==> src/cprpm_pkg.sv <==
// shared widths, reset values and register indexes for the period to rpm meter
`timescale 1ns / 1ps
`default_nettype none
package cprpm_pkg;

  // fixed field widths
  localparam int CAP_W    = 16;
  localparam int PERIOD_W = 32;
  localparam int FREQ_W   = 32;
  localparam int RPM_W    = 40;
  localparam int CLK_W    = 32;
  localparam int DIV_W    = 16;
  localparam int MULT_W   = 8;
  localparam int PROD_W   = PERIOD_W + DIV_W;
  localparam int OUT_DATA_W = PERIOD_W + FREQ_W + RPM_W;

  // configuration port
  localparam int CFG_IDX_W  = 2;
  localparam int CFG_DATA_W = 32;

  // default timer geometry
  localparam int COUNTER_WIDTH_DEF  = 16;
  localparam int OVERFLOW_WIDTH_DEF = 16;

  // register reset values
  localparam logic [CLK_W-1:0]  CLOCK_HZ_RST       = 32'd168000000;
  localparam logic [DIV_W-1:0]  FREQ_DIVISOR_RST   = 16'd100;
  localparam logic [MULT_W-1:0] RPM_MULTIPLIER_RST = 8'd20;

  typedef enum logic [CFG_IDX_W-1:0] {
    REG_CLOCK_HZ       = 2'd0,
    REG_FREQ_DIVISOR   = 2'd1,
    REG_RPM_MULTIPLIER = 2'd2
  } cfg_reg_t;

  // event kinds on the input tuser bit
  localparam logic CMD_OVERFLOW = 1'b0;
  localparam logic CMD_CAPTURE  = 1'b1;

endpackage
`default_nettype wire

==> src/cprpm_div.sv <==
// bit-serial restoring divider, one quotient bit per cycle
`timescale 1ns / 1ps
`default_nettype none
module cprpm_div (
  input  wire logic                          clk,
  input  wire logic                          rst_n,
  input  wire logic                          start,
  input  wire logic [cprpm_pkg::CLK_W-1:0]   dividend,
  input  wire logic [cprpm_pkg::PERIOD_W-1:0] period,
  input  wire logic [cprpm_pkg::DIV_W-1:0]   divisor,
  output logic                               done,
  output logic [cprpm_pkg::CLK_W-1:0]        quotient
);
  import cprpm_pkg::*;

  localparam int CNT_W = $clog2(CLK_W);
  localparam logic [CNT_W-1:0] CNT_LAST = CNT_W'(CLK_W - 1);

  logic                busy_r, busy_nxt;
  logic                done_r, done_nxt;
  logic [CNT_W-1:0]    cnt_r, cnt_nxt;
  logic [CLK_W-1:0]    acc_r, acc_nxt;
  logic [CLK_W-1:0]    rem_r, rem_nxt;
  logic [PROD_W-1:0]   dsr_r, dsr_nxt;

  logic [DIV_W-1:0]    div_eff;
  logic [CLK_W:0]      trial;
  logic                ge;

  // a zero divisor register acts as one
  assign div_eff = (divisor == '0) ? DIV_W'(1) : divisor;
  assign trial   = {rem_r, acc_r[CLK_W-1]};
  assign ge      = PROD_W'(trial) >= dsr_r;

  always_comb begin
    busy_nxt = busy_r;
    done_nxt = 1'b0;
    cnt_nxt  = cnt_r;
    acc_nxt  = acc_r;
    rem_nxt  = rem_r;
    dsr_nxt  = dsr_r;
    if (start) begin
      // clock / period / divisor equals clock / (period * divisor)
      dsr_nxt  = PROD_W'(period) * PROD_W'(div_eff);
      acc_nxt  = dividend;
      rem_nxt  = '0;
      cnt_nxt  = '0;
      busy_nxt = 1'b1;
    end else if (busy_r) begin
      acc_nxt = {acc_r[CLK_W-2:0], ge};
      rem_nxt = ge ? CLK_W'(PROD_W'(trial) - dsr_r) : trial[CLK_W-1:0];
      cnt_nxt = cnt_r + CNT_W'(1);
      if (cnt_r == CNT_LAST) begin
        busy_nxt = 1'b0;
        done_nxt = 1'b1;
      end
    end
  end

  always_ff @(posedge clk) begin
    if (!rst_n) begin
      busy_r <= 1'b0;
      done_r <= 1'b0;
      cnt_r  <= '0;
    end else begin
      busy_r <= busy_nxt;
      done_r <= done_nxt;
      cnt_r  <= cnt_nxt;
    end
    acc_r <= acc_nxt;
    rem_r <= rem_nxt;
    dsr_r <= dsr_nxt;
  end

  assign done     = done_r;
  assign quotient = acc_r;

endmodule
`default_nettype wire

==> src/capture_period_to_rpm_top.sv <==
// top level of the input capture period to frequency and rpm meter
//
// input channel: in_tuser is the event kind (overflow or capture edge), in_tdata
// carries the captured counter value. overflows and the first capture of a pair
// are absorbed in the cycle they are taken and give no item out.
// the second capture of a pair gives one item on the output channel: period in
// ticks, frequency, rpm, and in out_tuser a flag for a zero period.
// path from the second capture to out_tvalid: the divisor product at the divider
// start, the bit-serial divider (one quotient bit per cycle over 32 bits), the
// rpm product and the output load. a zero period skips the divider and goes
// straight to the output load.
// throughput: events without a result are taken every cycle; after a second
// capture the next item is taken once the result sits in the output register.
// config writes (cfg_valid/cfg_ready) are always taken, meant for idle times.
// reset (synchronous, rst_n low) disarms the block, clears the overflow count
// and loads the default register values.
// a stalled receiver holds the result in the output register; the block goes
// on taking items and only waits if a further result is ready before then.
`timescale 1ns / 1ps
`default_nettype none
module capture_period_to_rpm_top #(
  parameter int COUNTER_WIDTH  = cprpm_pkg::COUNTER_WIDTH_DEF,
  parameter int OVERFLOW_WIDTH = cprpm_pkg::OVERFLOW_WIDTH_DEF
) (
  input  wire logic                              clk,
  input  wire logic                              rst_n,
  // input channel
  input  wire logic                              in_tvalid,
  output logic                                   in_tready,
  input  wire logic [cprpm_pkg::CAP_W-1:0]       in_tdata,  // [15:0] capture_value
  input  wire logic                              in_tuser,  // [0] cmd
  // result channel
  output logic                                   out_tvalid,
  input  wire logic                              out_tready,
  // [31:0] period_ticks, [63:32] frequency, [103:64] rpm
  output logic [cprpm_pkg::OUT_DATA_W-1:0]       out_tdata,
  output logic                                   out_tuser, // [0] zero_period
  // configuration write channel
  input  wire logic                              cfg_valid,
  output logic                                   cfg_ready,
  input  wire logic [cprpm_pkg::CFG_IDX_W-1:0]   cfg_index,
  input  wire logic [cprpm_pkg::CFG_DATA_W-1:0]  cfg_data
);
  import cprpm_pkg::*;

  // span of a pair is the overflow count above the counter difference
  localparam int SPAN_W = OVERFLOW_WIDTH + COUNTER_WIDTH;
  localparam int EXT_W  = (SPAN_W > PERIOD_W) ? SPAN_W : PERIOD_W + 1;
  localparam int CAPX_W = (COUNTER_WIDTH > CAP_W) ? COUNTER_WIDTH : CAP_W;

  typedef enum logic [3:0] {
    S_IDLE = 4'b0001,
    S_DIV  = 4'b0010,
    S_WAIT = 4'b0100,
    S_PUSH = 4'b1000
  } state_t;

  state_t                     state_r, state_nxt;

  // configuration registers
  logic [CLK_W-1:0]           clock_hz_r;
  logic [DIV_W-1:0]           freq_div_r;
  logic [MULT_W-1:0]          rpm_mult_r;

  // pairing state
  logic                       armed_r, armed_nxt;
  logic [COUNTER_WIDTH-1:0]   first_r, first_nxt;
  logic [OVERFLOW_WIDTH-1:0]  ovf_r, ovf_nxt;

  // result being built
  logic [PERIOD_W-1:0]        period_r, period_nxt;
  logic                       zero_r, zero_nxt;
  logic [FREQ_W-1:0]          freq_r, freq_nxt;
  logic [RPM_W-1:0]           rpm_r, rpm_nxt;

  // output register
  logic                       out_valid_r, out_valid_nxt;
  logic [OUT_DATA_W-1:0]      out_data_r, out_data_nxt;
  logic                       out_zero_r, out_zero_nxt;

  logic                       in_fire;
  logic [CAPX_W-1:0]          cap_x;
  logic [COUNTER_WIDTH-1:0]   cap_c;
  logic [COUNTER_WIDTH-1:0]   diff;
  logic [EXT_W-1:0]           span_ext;
  logic [PERIOD_W-1:0]        period_sat;
  logic                       div_start;
  logic                       div_done;
  logic [CLK_W-1:0]           div_quot;
  logic                       out_free;

  assign in_tready = (state_r == S_IDLE);
  assign in_fire   = in_tvalid && in_tready;
  assign cfg_ready = 1'b1;
  assign out_free  = !out_valid_r || out_tready;

  // only the low counter bits of a capture take part
  assign cap_x    = CAPX_W'(in_tdata);
  assign cap_c    = cap_x[COUNTER_WIDTH-1:0];
  assign diff     = cap_c - first_r;
  assign span_ext = EXT_W'({ovf_r, diff});
  // saturate a span that does not fit the period field
  assign period_sat = (|span_ext[EXT_W-1:PERIOD_W]) ? '1 : span_ext[PERIOD_W-1:0];

  assign div_start = (state_r == S_DIV);

  cprpm_div u_div (
    .clk      (clk),
    .rst_n    (rst_n),
    .start    (div_start),
    .dividend (clock_hz_r),
    .period   (period_r),
    .divisor  (freq_div_r),
    .done     (div_done),
    .quotient (div_quot)
  );

  always_comb begin
    state_nxt     = state_r;
    armed_nxt     = armed_r;
    first_nxt     = first_r;
    ovf_nxt       = ovf_r;
    period_nxt    = period_r;
    zero_nxt      = zero_r;
    freq_nxt      = freq_r;
    rpm_nxt       = rpm_r;
    out_valid_nxt = out_valid_r;
    out_data_nxt  = out_data_r;
    out_zero_nxt  = out_zero_r;

    if (out_valid_r && out_tready) begin
      out_valid_nxt = 1'b0;
    end

    case (state_r)
      S_IDLE: begin
        if (in_fire) begin
          if (in_tuser == CMD_OVERFLOW) begin
            // overflow count saturates at all ones, ignored while disarmed
            if (armed_r && (ovf_r != '1)) begin
              ovf_nxt = ovf_r + OVERFLOW_WIDTH'(1);
            end
          end else if (!armed_r) begin
            first_nxt = cap_c;
            armed_nxt = 1'b1;
          end else begin
            armed_nxt  = 1'b0;
            ovf_nxt    = '0;
            period_nxt = period_sat;
            zero_nxt   = (period_sat == '0);
            freq_nxt   = '0;
            rpm_nxt    = '0;
            // a zero period skips the divider with zero results
            state_nxt  = (period_sat == '0) ? S_PUSH : S_DIV;
          end
        end
      end
      S_DIV: begin
        state_nxt = S_WAIT;
      end
      S_WAIT: begin
        if (div_done) begin
          freq_nxt  = div_quot;
          rpm_nxt   = RPM_W'(div_quot) * RPM_W'(rpm_mult_r);
          state_nxt = S_PUSH;
        end
      end
      S_PUSH: begin
        if (out_free) begin
          out_valid_nxt = 1'b1;
          out_data_nxt  = {rpm_r, freq_r, period_r};
          out_zero_nxt  = zero_r;
          state_nxt     = S_IDLE;
        end
      end
      default: begin
        state_nxt = S_IDLE;
      end
    endcase
  end

  always_ff @(posedge clk) begin
    if (!rst_n) begin
      state_r     <= S_IDLE;
      armed_r     <= 1'b0;
      first_r     <= '0;
      ovf_r       <= '0;
      out_valid_r <= 1'b0;
      clock_hz_r  <= CLOCK_HZ_RST;
      freq_div_r  <= FREQ_DIVISOR_RST;
      rpm_mult_r  <= RPM_MULTIPLIER_RST;
    end else begin
      state_r     <= state_nxt;
      armed_r     <= armed_nxt;
      first_r     <= first_nxt;
      ovf_r       <= ovf_nxt;
      out_valid_r <= out_valid_nxt;
      if (cfg_valid && cfg_ready) begin
        case (cfg_index)
          REG_CLOCK_HZ:       clock_hz_r <= cfg_data[CLK_W-1:0];
          REG_FREQ_DIVISOR:   freq_div_r <= cfg_data[DIV_W-1:0];
          REG_RPM_MULTIPLIER: rpm_mult_r <= cfg_data[MULT_W-1:0];
          default: begin
          end
        endcase
      end
    end
    period_r   <= period_nxt;
    zero_r     <= zero_nxt;
    freq_r     <= freq_nxt;
    rpm_r      <= rpm_nxt;
    out_data_r <= out_data_nxt;
    out_zero_r <= out_zero_nxt;
  end

  assign out_tvalid = out_valid_r;
  assign out_tdata  = out_data_r;
  assign out_tuser  = out_zero_r;

endmodule
`default_nettype wire

==> config.mk <==
export PLATFORM = sky130hd
export DESIGN_NAME = capture_period_to_rpm_top
export DESIGN_NICKNAME = d
export VERILOG_FILES = /design/src/cprpm_pkg.sv /design/src/cprpm_div.sv /design/src/capture_period_to_rpm_top.sv
export SDC_FILE = /design/constraint.sdc
export NUM_CORES = 2
export LEC_CHECK = 0
export ABC_AREA = 0
export BUFFER_PORTS_ARGS = -buffer_cell sky130_fd_sc_hd__clkbuf_2
export CORE_ASPECT_RATIO = 0.8
export CORE_MARGIN = 3
export CORE_UTILIZATION = 64
export DETAILED_ROUTE_END_ITERATION = 16
export PLACE_DENSITY = 0.82
export RECOVER_POWER = 25
export SETUP_SLACK_MARGIN = 0.1
export SLEW_MARGIN = 10
export SYNTH_ARGS = -nofsm -noshare
export SYNTH_HDL_FRONTEND = slang
export SYNTH_SLANG_ARGS = --single-unit
==> constraint.sdc <==
create_clock -name clk -period 8.89 [get_ports clk]
set_clock_uncertainty 0.2 [all_clocks]
set_input_delay 0.4445 -clock clk [delete_from_list [all_inputs] [get_ports clk]]
set_output_delay 0.4445 -clock clk [all_outputs]
set_load 0.01 [all_outputs]
==> results.cfg <==
[critical_path]
setup.worst_path.start_class = flip-flop
timing.critical_path.fanout_max = 34
reg2reg_from = freq_div_r[14]
timing.critical_path.to_type = flip-flop
worst-endpoint-arrival_ps = 8160
critical_path.startpoint = freq_div_r[14]
classification_of_the_worst_setup_path = flip-flop to flip-flop
required_ps = 9010

[global_route]
vias_in_the_first_global_route = 31306
grt_usage_pct = 30.7
maximum_number_of_pins_on_one_net_before_global_route_repair = 73
antenna_found_initial = 3
globalRoute.totalOverflow = 0
global_route_wire_length_before_repair_um = 163000

[run]
max_cap_violations = 3

[placement]
placement.io_buffers = 162
detailedPlacementHpwl_um = 72300
globalplace.congestion = 0.926
place_ws_ps = 1400

[timing]
fin_crit_ps = 8040
tightest_pin_transition_ps = 1910
rsz0062_at_grt = false
max_freq_mhz = 124
final.period_utilization_pct = 90.4
setup_tns_ps = 0
slew_headroom_pct = -27.5
final_critical_path_setup_slack_ps = 851
setup-violations-final = 0
hold_viol_final = 0
drv_slew = 108

[route]
route.vias.total = 30292
detailedRoute.firstPassIterationCount = 6
routed_wire_length_per_instance_um = 19.4
ant_nets = 0
drt-vias-per-instance = 5.84
iter_0_drt_violations = 2689
drt_wl_total_um = 101000
drc_errors = 0

[clocking]
cts_sinks = 423
clockRootBuffer = clkbuf_16
post_cts_hold_buffer_count = 48
tritoncts = built
path_clk_slew_ps = 80
clock_tree.buffer_depth = 3
cts_max_level = 2
cts_resized = 0
clk-insertion-delay-late_ps = 600
cts.repair_timing.setup_buffer_count = 0
cts_inserted_buffers = 44

[die]
die_span_in_y_um = 232
design.die.area_sq_mm = 0.0672
core_region_area_sq_mm = 0.0630
die_width_um = 289
placement_rows = 82
start_util_pct = 65.1
boundary_pin_count = 164

[min_path]
hold_start = in_tvalid
min_path_type = primary input to flip-flop

[logic_synthesis]
synth_edf_count = 290
synth-async-reset-ratio_pct = 0
yosysWarningCount = 0
yosys-top-cells-area = fa_1 (29%), edfxtp_1 (21%), ha_1 (7.1%), nand2_1 (6.8%), dfxtp_1 (6.5%)
synth-seq-cells = 423
post-synth-top-area-fraction_pct = 29.3
synth_flop_cell = edfxtp_1
synth_nets = 5101
synth.distinct_cells = 88
portion_of_the_post_synthesis_area_used_by_sequential_elements_pct = 27.7
synth_cells = 4213
dominant_cell_type_by_area_after_synthesis = fa_1
syn-mean-instance-area_sq_um = 9.74
synth_area_sq_mm = 0.0410

[pwr]
p_sw_share_pct = 33.6
sequentialPowerShare_pct = 36.0
cellLeakagePower_nw = 19.6
power_report.internal_total_mw = 4.11
power_density_over_the_cells_mw_per_mm2 = 139
share_clk_of_total_power_pct = 31.2
comb_power_share_pct = 32.8
p_switching_mw = 2.08
peakVddDrop_v = 0.000154

[final_layout]
multi_input_comb_area_sq_mm = 0.0264
drive_above_1_share_pct = 7.26
final.fill_count = 4522
num-nets-final = 5194
syn2layout_area_growth_pct = 8.18
regArea_sq_mm = 0.0114

[status]
status = complete, but fails checks
violations = capacitance limit, slew limit
[worst max-delay path: stages, from the launching register on]
cell      delay (ps)
dfxtp_1         1450
nand2_1          190
fa_1             550
fa_1             540
inv_1             60
fa_1             360
inv_1            160
fa_1             460
fa_1             470
fa_1             500
inv_1             40
ha_1             380
a21oi_2          270
o211ai_2         170
a211oi_2         280
a211oi_2          90
a41oi_2          360
o21ai_2          220
a211oi_2         360
o31ai_2          150
a221o_1          350
xnor2_1          130
[layer usage]
| layer | global-route usage (%) | part of all wire, % | routed length, um | up-vias |
|---|---|---|---|---|
| met1 | 43.9 | 41 | 41000 | 14858 |
| met4 | 11.0 | 3.5 | 3580 | 0 |
| li1 | - | - | - | 13447 |
| met2 | 46.6 | 44 | 44500 | 1710 |
| met5 | 0 | 0 | 0 | - |
| met3 | 6.91 | 12 | 11700 | 277 |
[stage by stage]
step | utilization [%] | hold WS (ps) | power, mW | cells | instance area [sq um]
finish | 70.4 | 42.0 | 6.19 | 5184 | 44400
global placement | 67.3 | 201 | 4.15 | 5052 | 42400
floorplan | - | 200 | 3.75 | 4213 | 41000
CTS | 70.5 | 9.14 | 6.17 | 5181 | 44400
detailed placement | 67.3 | 205 | 4.22 | 5052 | 42400
global route | 70.4 | 93.4 | 6.53 | 5182 | 44400
[cell usage after synthesis, types with 57 or more instances]
| cell type | number |
|---|---|
| fa_1 | 600 |
| o21ai_0 | 57 |
| edfxtp_1 | 290 |
| dfxtp_1 | 133 |
| a21oi_1 | 166 |
| clkbuf_1 | 189 |
| nor2_1 | 166 |
| inv_1 | 662 |
| ha_1 | 232 |
| and2_1 | 365 |
| a21o_1 | 66 |
| xnor2_1 | 73 |
| nand2_1 | 745 |
[final cells by class]
class | instances | area share, %
Tap cell | 840 | 2.37
Timing Repair Buffer | 252 | 3.55
Clock buffer | 59 | 2.89
Clock inverter | 22 | 0.513
Multi-Input combinational cell | 2921 | 59.4
Antenna cell | 3 | 0.0169
Sequential cell | 423 | 25.6
Inverter | 664 | 5.62
[placed cells by master, fill, tap and decap left out, types with 10 or more instances in the layout]
| master | Yosys | final |
|---|---|---|
| a21oi_1 | 166 | 166 |
| nor4_1 | 17 | 17 |
| clkbuf_1 | 189 | 16 |
| buf_4 | 1 | 34 |
| o21bai_1 | 13 | 13 |
| fa_1 | 600 | 600 |
| dlygate4sd3_1 | 0 | 48 |
| o21a_1 | 25 | 25 |
| dfxtp_1 | 133 | 131 |
| ha_1 | 232 | 232 |
| nand2_1 | 745 | 744 |
| nor3_1 | 22 | 22 |
| a211oi_1 | 32 | 32 |
| inv_1 | 662 | 663 |
| a21o_1 | 66 | 66 |
| and2_1 | 365 | 348 |
| clkbuf_16 | 0 | 47 |
| and3_1 | 17 | 17 |
| nor2b_1 | 11 | 10 |
| xnor2_1 | 73 | 73 |
| xor2_1 | 56 | 56 |
| nand3_1 | 43 | 43 |
| clkbuf_2 | 0 | 160 |
| o21ai_0 | 57 | 57 |
| and2_0 | 0 | 17 |
| nand2b_1 | 21 | 21 |
| nand4_1 | 22 | 22 |
| edfxtp_1 | 290 | 290 |
| mux2i_1 | 41 | 41 |
| nor2_1 | 166 | 166 |
| a31oi_1 | 11 | 11 |
[state kept, by name (all words and copies together), names as in the netlist, 32 cells and up]
signal,count
u_div.rem_r,32
out_tdata,104
period_r,32
rpm_r,40
freq_r,32
u_div.quotient,32
u_div.dsr_r,48
clock_hz_r,32
[power by group through the flow]
| stage | sequential, mW | clock, mW | combinational [mW] |
|---|---|---|---|
| final | 2.22 | 1.93 | 2.03 |
| after CTS | 2.22 | 1.95 | 1.99 |
| after floorplan | 2.24 | 0 | 1.51 |
| after detailed placement | 2.26 | 0 | 1.95 |
| after global placement | 2.26 | 0 | 1.89 |
| after global routing | 2.23 | 2.03 | 2.28 |
[final timing paths]
path / end / slack, ps / cells after the start
min: armed_r / 40 / 4
max: u_div.dsr_r[47] / 850 / 21
max reg2reg: u_div.dsr_r[47] / 850 / 21
min reg2reg: out_tdata[44] / 220 / 0
[cell families (layout without fill, tap and decap cells)]
group | Yosys count | count (layout) | synth area share (%)
xor+xnor | 129 | 129 | 2.75
flops | 423 | 423 | 27.7
fa+ha+maj | 832 | 832 | 36.4
simple gates | 1469 | 1469 | 16.9
buf+inv | 869 | 997 | 8.05
compound gates | 446 | 446 | 7.16
other cells | 1 | 4 | 0.00914
mux | 44 | 44 | 1.08
No activity file was read; power rests on OpenSTA's default activity.
